`config.mk`:
```
export PLATFORM = sky130hd
export DESIGN_NAME = osir_ctrl
export DESIGN_NICKNAME = d
export VERILOG_FILES = /design/src/sv/osir_pkg.sv /design/src/sv/osir_ctrl.sv
export SDC_FILE = /design/constraint.sdc
export NUM_CORES = 1
export LEC_CHECK = 0
export BUFFER_PORTS_ARGS = -buffer_cell sky130_fd_sc_hd__clkbuf_2
export CORE_AREA = 10 10 47 49
export DETAILED_ROUTE_END_ITERATION = 6
export DIE_AREA = 0 0 57 59
export PLACE_DENSITY = 0.8
export SYNTH_ARGS = -nofsm -noshare
export SYNTH_HDL_FRONTEND = slang
export SYNTH_SLANG_ARGS = --single-unit
```
`constraint.sdc`:
```
create_clock -name clock -period 3.1 [get_ports clock]
set_input_delay 0.155 -clock clock [delete_from_list [all_inputs] [get_ports clock]]
set_output_delay 0.155 -clock clock [all_outputs]
set_load 0.02 [all_outputs]
```
`src/sv/osir_pkg.sv`:
```
// Shared types and codes for the ordered set insert/remove core.
// Used by the controller, the datapath and the top level; no dependencies.
`default_nettype none

package osir_pkg;

   // Result status codes
   typedef enum logic [2:0] {
      ST_DONE    = 3'd0,
      ST_PRESENT = 3'd1,
      ST_ABSENT  = 3'd2,
      ST_FULL    = 3'd3,
      ST_EMPTY   = 3'd4
   } status_type;

   // Operation codes carried in req_tuser
   localparam logic OP_INSERT = 1'b0;
   localparam logic OP_REMOVE = 1'b1;

   // Commands from controller to datapath
   typedef struct packed {
      logic       load;        // capture the incoming transaction
      logic       rd_en;       // read the store
      logic       rd_next;     // read at index + 1 instead of index
      logic       wr_en;       // write the store at index
      logic       wr_from_rd;  // write data is the last read word, else the operand
      logic       idx_inc;     // advance the index
      logic       occ_inc;     // one more entry held
      logic       occ_dec;     // one entry fewer held
      logic       rsp_load;    // load the result register
      status_type status;      // status for the result register
   } cmd_type;

   // Status from datapath to controller
   typedef struct packed {
      logic req_mode;   // operation of the transaction being offered
      logic is_remove;  // operation of the captured transaction
      logic full;       // store holds every slot
      logic empty;      // store holds nothing
      logic at_end;     // index has reached the occupancy
      logic next_end;   // index + 1 has reached the occupancy
      logic match;      // last read word equals the operand
      logic rsp_free;   // result register can take a new result
   } sts_type;

endpackage

`default_nettype wire

```
`src/sv/osir_ctrl.sv`:
```
// Sequencer for the ordered set: scan, append and compaction steps.
// Depends on osir_pkg for command, status and code types.
`default_nettype none

module osir_ctrl (
   input  wire logic             clock,
   input  wire logic             reset,
   input  wire logic             req_tvalid,
   output logic                  req_tready,
   input  wire osir_pkg::sts_type sts,
   output osir_pkg::cmd_type     cmd
);

   typedef enum logic [5:0] {
      S_IDLE  = 6'b000001,
      S_SCAN  = 6'b000010,
      S_CMP   = 6'b000100,
      S_SHIFT = 6'b001000,
      S_MOVE  = 6'b010000,
      S_RESP  = 6'b100000
   } state_type;

   state_type            state_ff, state_in;
   osir_pkg::status_type status_ff, status_in;

   // Next state and command decode
   always_comb begin
      state_in   = state_ff;
      status_in  = status_ff;
      cmd        = '0;
      cmd.status = status_ff;
      req_tready = 1'b0;
      case (state_ff)
         S_IDLE: begin
            req_tready = 1'b1;
            if (req_tvalid) begin
               cmd.load = 1'b1;
               if (sts.req_mode == osir_pkg::OP_INSERT && sts.full) begin
                  status_in = osir_pkg::ST_FULL;
                  state_in  = S_RESP;
               end else if (sts.req_mode == osir_pkg::OP_REMOVE && sts.empty) begin
                  status_in = osir_pkg::ST_EMPTY;
                  state_in  = S_RESP;
               end else begin
                  state_in = S_SCAN;
               end
            end
         end
         S_SCAN: begin
            if (sts.at_end) begin
               // value not held: append on insert
               if (!sts.is_remove) begin
                  cmd.wr_en   = 1'b1;
                  cmd.occ_inc = 1'b1;
                  status_in   = osir_pkg::ST_DONE;
               end else begin
                  status_in = osir_pkg::ST_ABSENT;
               end
               state_in = S_RESP;
            end else begin
               cmd.rd_en = 1'b1;
               state_in  = S_CMP;
            end
         end
         S_CMP: begin
            if (sts.match) begin
               if (!sts.is_remove) begin
                  status_in = osir_pkg::ST_PRESENT;
                  state_in  = S_RESP;
               end else begin
                  state_in = S_SHIFT;
               end
            end else begin
               cmd.idx_inc = 1'b1;
               state_in    = S_SCAN;
            end
         end
         S_SHIFT: begin
            if (sts.next_end) begin
               cmd.occ_dec = 1'b1;
               status_in   = osir_pkg::ST_DONE;
               state_in    = S_RESP;
            end else begin
               cmd.rd_en   = 1'b1;
               cmd.rd_next = 1'b1;
               state_in    = S_MOVE;
            end
         end
         S_MOVE: begin
            // move the later entry down one place
            cmd.wr_en      = 1'b1;
            cmd.wr_from_rd = 1'b1;
            cmd.idx_inc    = 1'b1;
            state_in       = S_SHIFT;
         end
         S_RESP: begin
            if (sts.rsp_free) begin
               cmd.rsp_load = 1'b1;
               state_in     = S_IDLE;
            end
         end
         default: begin
            state_in = S_IDLE;
         end
      endcase
   end

   // State registers
   always_ff @(posedge clock) begin
      if (reset) begin
         state_ff  <= S_IDLE;
         status_ff <= osir_pkg::ST_DONE;
      end else begin
         state_ff  <= state_in;
         status_ff <= status_in;
      end
   end

endmodule

`default_nettype wire

```
==> reports/metrics.csv, run 1 <==
stage,metric,value,unit
finish,mostFrequentLayoutCells,"23 x clkbuf_2, 9 x dfxtp_1, 7 x inv_1, 4 x nand3b_1, 4 x nand2_1",
global_route,grt_max_degree,11,
critical_path,worstSetupStartpoint,state_ff[5],
yosys,synth-seq-cells,9,
critical_path,crit_path_start_kind,flip-flop,
power,total_power,576,uW
detailed_routing,wirelength,1.50,mm
die,die_area,0.00336,mm2
timing,hold_viol,0,
timing,fmax,528,MHz
timing,timing.final.crit_period,1.89,ns
critical_path,cp.required,2.94,ns
die,die_h,59,um
timing,final.setup.tns,0,ns
timing,whs,0.169,ns
clock_tree,path_clk_slew,0.06,ns
placed_design,gp_congestion,0.798,
yosys,syn_inst,66,
finish,instances_no_fill,107,
yosys,ys.flop_type,dfxtp_1,
critical_path,rr_startpoint,state_ff[5],
power,p_leak,0.382,nW
power,powerDensity,805,mW/mm2
yosys,ys_seq_area_share,32.1,%
yosys,syn_nets,77,
die,initial_core_util,40.1,%
clock_tree,h-tree-depth,1,
yosys,syn_area,562,um2
timing,rsz0062_at_grt,false,
yosys,yosysTopAreaCellShare,32.1,%
timing,tightestPinTransition,0.408,ns
critical_path,critPathSlowestCell,nor4_4,
yosys,synth-edff-count,0,
clock_tree,cts_hold_buf,0,
finish,syn_to_final_growth,27.4,%
timing,max-slew-margin-rel,72.4,%
clock_tree,cts_buffers,3,
global_route,grt-ovfl-total,0,
timing,finalCritPeriodShare,61.1,%
clock_tree,cts_root_buffer,clkbuf_4,
clock_tree,post-cts-setup-buffers,0,
die,row_count,14,
finish,multiInputGateArea,343,um2
die,ios,24,
detailed_routing,first_pass_iters,4,
global_route,antenna_found_initial,0,
critical_path,crit_type,flip-flop to output pin,
run,cap_violations,0,
timing,finalMaxSlewViolations,0,
clock_tree,cts_tree,done,
detailed_routing,wire_per_inst,14.0,um
critical_path,critPathArrivalTime,1.74,ns
placed_design,dpl.cell_count,103,
clock_tree,cts-resized-gates,0,
finish,layout_commonest_cell,clkbuf_2,
critical_path,critPathMaxFanout,6,
die,coreArea,0.00140,mm2
worst_hold_path,min_path_type,input pin to flip-flop,
detailed_routing,viasPerCell,5.34,
critical_path,worst_setup_path_end_kind,output pin,
finish,antenna_cells,0,
yosys,synthTopCellsByArea,"dfxtp_1 32%, nand3b_1 5.3%, inv_1 4.7%, nor4_2 4.5%, nor4_4 3.8%",
finish,fin_nets,103,
detailed_routing,drtIter0Drc,10,
finish,n_fill_cell,138,
critical_path,crit_chain,nor4_4 > nand3b_1 > nor3b_1 > or2_1 > clkbuf_2,
yosys,async_reset_ff_share,0,%
timing,setup_viol,0,
detailed_routing,antenna_left,0,
critical_path,slowest_delay,0.39,ns
detailed_routing,num_vias,571,
yosys,avgSynthCellArea,8.51,um2
power,peakVddDrop,0.420,mV
yosys,synth_top_area_cell,dfxtp_1,
global_route,grt_pass1_vias,630,
clock_tree,clockBufferDepth,2,
global_route,globalRouteTotalUtil,9.29,%
detailed_routing,route.detailed.drc,0,
placed_design,numPortBuffers,23,
yosys,yosysWarningCount,0,
clock_tree,cts_sinks,9,
timing,fin_skew,0.00149,ns
worst_hold_path,min_from,sts[1],
finish,drive_gt1_share,35.2,%
global_route,grt_pass1_wl,2.62,mm
finish,register_area,180,um2
clock_tree,insertion_delay,0.26,ns
outcome,outcome,finished clean,
yosys,synthDistinctLibCells,35,
placed_design,hpwlAfterDp,1.26,mm
die,die_x,57,um
[cell families after synthesis]
| kind of cell | after synthesis | share of synthesized area, % |
|---|---|---|
| AO/OA/AOI/OAI | 12 | 15.4 |
| XOR/XNOR | 1 | 1.56 |
| buffers and inverters | 10 | 6.90 |
| flip-flops | 9 | 32.1 |
| multiplexers | 1 | 1.78 |
| AND/OR/NAND/NOR | 33 | 42.3 |
[flip-flops by register name, indices dropped and copies added (netlist names)]
| signal | cells |
|---|---|
| state_ff | 6 |
| status_ff | 3 |
[area by class of cell]
cell class	count	area share (%)
clock buffer	3	3.15
clock inverter	1	0.699
inverter	8	4.20
multi-input combinational	47	47.9
sequential	9	25.2
tap	16	2.80
timing repair buffer	23	16.1
[final timing paths]
| path | endpoint | cells after the start | slack (ns) |
|---|---|---|---|
| max | cmd[8] | 5 | 1.21 |
| min | state_ff[3] | 3 | 0.17 |
| max reg2reg | status_ff[0] | 5 | 1.39 |
| min reg2reg | status_ff[1] | 2 | 0.47 |
[cells in the mapped netlist (all sizes together) (2+ instances only)]
library cell	instances
nor4	4
o21ai	2
nor2	3
buf	2
inv	7
dfxtp	9
a221oi	2
nand2	4
nand2b	2
nand3b	5
nand3	3
a21oi	3
or2	2
[per-layer routing]
metal	vias to the layer above	share of wire [%]	GRT usage (%)
li1	293	-	-
met1	254	45	10.2
met2	22	46	15.5
met3	2	8.4	3.65
met4	0	0.87	4.03
met5	-	0	0
[stage by stage]
stage               util, %  area, um2  setup slack, ns
global placement       49.1        688             1.39
floorplan                 -        562             1.23
finish                 51.1        716             1.21
detailed placement     49.1        688             1.39
global route           51.1        716             1.08
CTS                    51.1        716             1.18
[power by group]
part	switching, mW	internal, mW
sequential	0.0443	0.146
clock	0.0413	0.0476
combinational	0.165	0.132
[critical path, delay by kind of cell (launching register included)]
| family | cells | cell delay [ns] |
|---|---|---|
| buffers and inverters | 1 | 0.16 |
| and+or+nand+nor | 4 | 0.94 |
| DFF | 1 | 0.38 |
(Power assumes the default switching activity.)
==> inputs of run 2 (changes only) <==
==> constraint.sdc (replaced) <==
create_clock -name clock -period 1.92 [get_ports clock]
set_input_delay 0.096 -clock clock [delete_from_list [all_inputs] [get_ports clock]]
set_output_delay 0.096 -clock clock [all_outputs]
set_load 0.02 [all_outputs]
==> reports/metrics.csv, run 2 (synthesis gave the netlist of run 1 again) <==
stage,metric,value,unit,change
outcome,outcome,finished clean,,
run,cap_violations,0,,unchanged
clock_tree,cts_tree,done,,
detailed_routing,first_pass_iters,4,,unchanged
finish,layout_commonest_cell,clkbuf_2,,
critical_path,crit_type,flip-flop to output pin,,
detailed_routing,route.detailed.drc,0,,unchanged
global_route,grt_pass1_wl,2.73,mm,+4.5%
clock_tree,clockBufferDepth,2,,unchanged
detailed_routing,wl_met2,753,um,+9.4%
finish,fin_nets,103,,unchanged
clock_tree,cts_buffers,3,,unchanged
worst_hold_path,min_path_type,input pin to flip-flop,,
timing,timing.final.crit_period,1.83,ns,
detailed_routing,wire_per_inst,15.6,um,+12%
timing,finalMaxSlewViolations,0,,unchanged
power,internal_power,550,uW,+69%
timing,finalCritPeriodShare,95.1,%,
critical_path,crit_path_start_kind,flip-flop,,
clock_tree,h-tree-depth,1,,unchanged
global_route,globalRouteTotalUtil,10.2,%,+0.87 points
finish,largest-register,state_ff,,
finish,antenna_cells,0,,unchanged
timing,setup_ws,0.0948,ns,-1.11 ns
critical_path,worst_setup_path_end_kind,output pin,,
clock_tree,post-cts-setup-buffers,0,,unchanged
clock_tree,cts-resized-gates,0,,unchanged
power,p_leak,0.386,nW,+0.86%
detailed_routing,wirelength,1.67,mm,+12%
clock_tree,cts_sinks,9,,unchanged
finish,mostFrequentLayoutCells,"23 x clkbuf_2, 9 x dfxtp_1, 7 x inv_1, 4 x nand3b_1, 4 x nand2_1",,
critical_path,critPathMaxFanout,5,,-1
timing,fin_skew,0.00669,ns,+0.00520 ns
critical_path,critPathArrivalTime,1.73,ns,about the same
placed_design,gp_congestion,0.799,,+0.11%
power,pwr-share-seq,30.6,%,-2.4 points
die,die_h,59,um,unchanged
detailed_routing,antenna_left,0,,unchanged
detailed_routing,wl_met3,141,um,+12%
clock_tree,insertion_delay,0.28,ns,+0.02 ns
global_route,grt_max_degree,11,,unchanged
clock_tree,path_clk_slew,0.07,ns,about the same
timing,rsz0062_at_grt,false,,
die,coreArea,0.00140,mm2,unchanged
detailed_routing,viasPerCell,5.50,,+3.0%
die,die_x,57,um,unchanged
global_route,grt_pass1_vias,621,,-1.4%
finish,drive_gt1_share,39.6,%,+4.4 points
clock_tree,cts_hold_buf,0,,unchanged
detailed_routing,num_vias,588,,+3.0%
die,ios,24,,unchanged
die,die_area,0.00336,mm2,unchanged
power,powerDensity,1360,mW/mm2,+69%
power,p_clk_share,15.2,%,-0.2 points
detailed_routing,top_layer_used,met4,,
placed_design,numPortBuffers,23,,unchanged
timing,setup_viol,0,,unchanged
placed_design,hpwlAfterDp,1.27,mm,+1.1%
finish,largest_register_ffs,6,,unchanged
power,switchingPower,457,uW,+82%
power,swShare,45.4,%,+1.9 points
timing,max-slew-margin-rel,69.4,%,-3.0 points
power,peakVddDrop,0.702,mV,+67%
detailed_routing,drtIter0Drc,14,,+4
critical_path,cp.required,1.82,ns,-1.12 ns
die,initial_core_util,40.1,%,unchanged
global_route,antenna_found_initial,0,,unchanged
global_route,grt-ovfl-total,0,,unchanged
power,power.share.combinational,54.1,%,+2.5 points
detailed_routing,wl_met1,705,um,+5.9%
timing,hold_viol,0,,unchanged
timing,fmax,548,MHz,
timing,final.setup.tns,0,ns,unchanged
timing,tightestPinTransition,0.453,ns,+0.0446 ns
clock_tree,cts_root_buffer,clkbuf_4,,
placed_design,dpl_worst_slack,0.195,ns,-1.19 ns
die,row_count,14,,unchanged
finish,syn_to_final_growth,31.4,%,
finish,top_regs,"state_ff: 6 flops, status_ff: 3 flops",,
[run 2: changes by cell type in the layout (fill, tap and decap cells not counted)]
| cell | previous run | this run |
|---|---|---|
| a221oi_2 | 0 | 2 |
| nand3_2 | 0 | 1 |
| nand3_1 | 3 | 2 |
| nor3b_2 | 0 | 1 |
| nor3b_1 | 1 | 0 |
| a221oi_1 | 2 | 0 |
[run 2: cell type report]
| class | instances | area, um2 |
|---|---|---|
| clock buffer | 3 | 22.5 |
| inverter | 8 | 30.0 |
| sequential | 9 | 180 |
| clock inverter | 1 | 5.00 |
| fill | 151 | 663 |
| tap | 16 | 20.0 |
| timing repair buffer | 23 | 115 |
| multi-input combinational | 47 | 365 |
[run 2: power by group through the flow]
| stage | sequential [mW] | combinational [mW] | clock, mW |
|---|---|---|---|
| 4_1_cts | 0.307 | 0.494 | 0.156 |
| 5_1_grt | 0.316 | 0.598 | 0.162 |
| 3_5_place_dp | 0.310 | 0.485 | 0 |
| 3_3_place_gp | 0.303 | 0.477 | 0 |
| 6_report | 0.309 | 0.545 | 0.153 |
| 2_1_floorplan | 0.306 | 0.364 | 0 |
[run 2: per-stage QoR]
step | power, mW | cells | utilization, % | hold slack [ns] | area [um2]
after CTS | 0.957 | 107 | 51.1 | 0.0973 | 716
after global placement | 0.780 | 103 | 49.1 | 0.372 | 688
final | 1.01 | 107 | 52.7 | 0.100 | 738
after global routing | 1.08 | 107 | 52.7 | 0.124 | 738
after floorplan | 0.670 | 66 | - | 0.248 | 562
after detailed placement | 0.795 | 103 | 49.1 | 0.381 | 688
[run 2: path summary, 6_finish.rpt]
kind / depth (start not counted) / slack (ns) / end / start
max: 5 / 0.09 / cmd[8] / state_ff[0]
min: 3 / 0.1 / state_ff[3] / sts[1]
max reg2reg: 5 / 0.15 / status_ff[1] / state_ff[5]
min reg2reg: 2 / 0.47 / status_ff[0] / status_ff[0]
[run 2: critical path: stages, from the launching register on]
cell      delay [ns]
dfxtp_1         0.38
nor4_4          0.39
nand3b_1        0.17
nor3b_2         0.23
or2_1           0.12
clkbuf_2        0.16
[run 2: layer usage]
| layer | global-route usage [%] | up-vias |
|---|---|---|
| met5 | 0 | - |
| met4 | 6.04 | 0 |
| met3 | 4.29 | 7 |
| met2 | 16.4 | 27 |
| met1 | 10.8 | 265 |
| li1 | - | 289 |
==> inputs of run 3 (changes only) <==
--- a/config.mk
+++ b/config.mk
@@ -5,11 +5,12 @@
 export SDC_FILE = /design/constraint.sdc
 export NUM_CORES = 1
 export LEC_CHECK = 0
+export ABC_AREA = 1
 export BUFFER_PORTS_ARGS = -buffer_cell sky130_fd_sc_hd__clkbuf_2
-export CORE_AREA = 10 10 47 49
+export CORE_MARGIN = 10
+export CORE_UTILIZATION = 46
 export DETAILED_ROUTE_END_ITERATION = 6
-export DIE_AREA = 0 0 57 59
-export PLACE_DENSITY = 0.8
+export PLACE_DENSITY = 0.84
 export SYNTH_ARGS = -nofsm -noshare
 export SYNTH_HDL_FRONTEND = slang
 export SYNTH_SLANG_ARGS = --single-unit
==> reports/metrics.csv, run 3 <==
stage,metric,value,unit,change
placed_design,dpl_worst_slack,0.607,ns,+0.412 ns
yosys,synth_top_area_cell,dfxtp_1,,
timing,setup_viol,0,,unchanged
finish,mostFrequentLayoutCells,"23 x clkbuf_2, 21 x nor2_1, 17 x inv_1, 16 x nand2_1",,
clock_tree,clockBufferDepth,2,,unchanged
yosys,synth-seq-cells,9,,unchanged
clock_tree,insertion_delay,0.27,ns,about the same
timing,setup_ws,0.323,ns,+0.229 ns
critical_path,r2r_setup_slack,0.64,ns,+0.49 ns
critical_path,crit_type,flip-flop to output pin,,
placed_design,numPortBuffers,23,,unchanged
timing,rsz0062_at_grt,false,,
critical_path,worst_r2r_path_depth,10,,+5
yosys,ys_seq_area_share,29.3,%,-2.7 points
timing,fin_skew,0.00146,ns,-0.00523 ns
timing,timing.final.crit_period,1.60,ns,-0.229 ns
clock_tree,cts_hold_buf,0,,unchanged
yosys,synthTopCellsByCount,"21 x nor2_1, 17 x inv_1, 16 x nand2_1, 9 x dfxtp_1, 9 x nand3_1",,
die,ios,24,,unchanged
global_route,grt_pass1_wl,2.88,mm,+5.3%
clock_tree,cts_sinks,9,,unchanged
clock_tree,path_clk_slew,0.07,ns,about the same
finish,instances_no_fill,143,,+34%
clock_tree,cts-resized-gates,0,,unchanged
critical_path,rr_startpoint,state_ff[3],,
detailed_routing,num_vias,707,,+20%
yosys,yosysMostFrequentCell,nor2_1,,
outcome,outcome,finished clean,,
yosys,yosysWarningCount,0,,unchanged
clock_tree,post-cts-setup-buffers,0,,unchanged
global_route,grt-ovfl-total,0,,unchanged
global_route,gr-usage-met2,16.8,%,+0.34 points
clock_tree,h-tree-depth,1,,unchanged
global_route,antenna_found_initial,0,,unchanged
critical_path,cp.required,1.82,ns,about the same
yosys,async_reset_ff_share,0,%,unchanged
finish,syn_to_final_growth,26.1,%,
global_route,grtUsageMet1,12.7,%,+1.9 points
timing,tightestPinTransition,0.295,ns,-0.157 ns
die,initial_core_util,47.8,%,+7.7 points
timing,hold_viol,0,,unchanged
yosys,avgSynthCellArea,6.08,um2,-29%
power,peakVddDrop,0.566,mV,-19%
power,total_power,626,uW,-38%
yosys,syn_inst,101,,+53%
global_route,grt_max_degree,7,,-4
power,p_leak,0.461,nW,+20%
global_route,globalRouteTotalUtil,11.1,%,+0.91 points
yosys,synthDistinctLibCells,16,,-54%
yosys,synthTopCellsByArea,"dfxtp_1 29%, nor2_1 13%, inv_1 10%, nand2_1 9.8%, nand3_1 7.3%",,
global_route,grt_pass1_vias,661,,+6.4%
die,coreArea,0.00128,mm2,-8.3%
placed_design,gp_congestion,0.912,,+14%
finish,fin_nets,140,,+36%
finish,layout_commonest_cell,clkbuf_2,,
timing,fmax,626,MHz,+14%
finish,largest_register_ffs,6,,unchanged
critical_path,critPathArrivalTime,1.50,ns,-0.23 ns
finish,top_regs,"state_ff: 6 flops, status_ff: 3 flops",,
yosys,syn_area,614,um2,+9.4%
worst_hold_path,min_path_type,input pin to flip-flop,,
die,row_count,13,,-1
detailed_routing,wire_per_inst,11.7,um,-25%
yosys,ys.flop_type,dfxtp_1,,
run,cap_violations,0,,unchanged
clock_tree,cts_tree,done,,
timing,final.setup.tns,0,ns,unchanged
yosys,syn_nets,112,,+45%
finish,largest-register,state_ff,,
critical_path,critPathMaxFanout,4,,-1
critical_path,worst_setup_path_end_kind,output pin,,
die,die_area,0.00320,mm2,-4.9%
yosys,yosysTopAreaCellShare,29.3,%,-2.7 points
detailed_routing,viasPerCell,4.94,,-10%
timing,finalCritPeriodShare,83.2,%,-12 points
critical_path,worstSetupStartpoint,state_ff[3],,
detailed_routing,first_pass_iters,4,,unchanged
clock_tree,cts_buffers,3,,unchanged
detailed_routing,route.detailed.drc,0,,unchanged
global_route,grt_use_met3,4.72,%,+0.43 points
detailed_routing,wirelength,1.68,mm,+0.54%
timing,max-slew-margin-rel,80.1,%,+11 points
global_route,busiest_layer,met2,,
die,die_x,56.5,um,-0.80%
finish,antenna_cells,0,,unchanged
critical_path,cp-endpoint,cmd[10],,
finish,drive_gt1_share,31.3,%,-8.3 points
yosys,synth-edff-count,0,,unchanged
clock_tree,cts_root_buffer,clkbuf_4,,
die,die_h,56.5,um,-4.2%
timing,finalMaxSlewViolations,0,,unchanged
placed_design,hpwlAfterDp,1.41,mm,+11%
placed_design,dpl.cell_count,139,,+35%
finish,fin_util,60.3,%,+7.6 points
detailed_routing,drtIter0Drc,15,,+1
power,powerDensity,808,mW/mm2,-41%
worst_hold_path,hold_depth,2,,-1
critical_path,reg2reg_to,status_ff[1],,
detailed_routing,antenna_left,0,,unchanged
critical_path,crit_path_start_kind,flip-flop,,
run 3: cell count changes after synthesis, moves of 2 or more:
cell / delta
inv_2: +3
nand2_2: +4
inv_1: +10
nand3_2: +2
nand2b_1: -2
nand4_1: +5
nand2_1: +12
nand3_1: +6
nor4_2: -2
nand3b_1: -4
a221oi_1: -2
nor2_2: +3
nor2_1: +18
run 3: power breakdown:
part / switching [mW] / internal, mW
Clock: 0.0744 / 0.0804
Combinational: 0.162 / 0.0831
Sequential: 0.0161 / 0.210
run 3: cell type report:
class	count	area, um2
inverter	20	75.1
timing repair buffer	23	115
tap	15	18.8
fill	127	510
multi-input combinational	72	359
clock buffer	4	26.3
sequential	9	180
run 3: worst min path at each step:
stage                     start          end  slack (ns)
after detailed placement  reset  state_ff[3]        0.37
after CTS                 reset  state_ff[3]        0.08
after floorplan           reset  state_ff[3]        0.17
final                     reset  state_ff[3]        0.09
after global placement    reset  state_ff[3]        0.36
after global routing      reset  state_ff[3]        0.10
run 3: critical path: stages (launching register included):
cell and delay [ns]:
dfxtp_1 0.33, inv_1 0.09, nand2_2 0.07, nor2_2 0.16, nand2_1 0.12, or2_1 0.24
nand2_1 0.06, clkbuf_2 0.16
run 3: through the flow:
step	instance area (um2)	hold slack [ns]
floorplan	614	0.165
CTS	774	0.0802
global placement	748	0.364
finish	774	0.0902
detailed placement	748	0.366
global route	774	0.102
run 3: cells by family (layout without fill, tap and decap cells):
logic type,after synthesis,after routing,share of synthesized area (%)
AO/OA/AOI/OAI,8,8,8.35
flip-flops,9,9,29.3
AND/OR/NAND/NOR,64,64,50.1
buffers and inverters,20,47,12.2
run 3: per-layer routing:
metal	routed length [um]	vias up
met5	0	-
met4	25	0
met3	111	2
met2	776	31
met1	765	301
li1	-	373
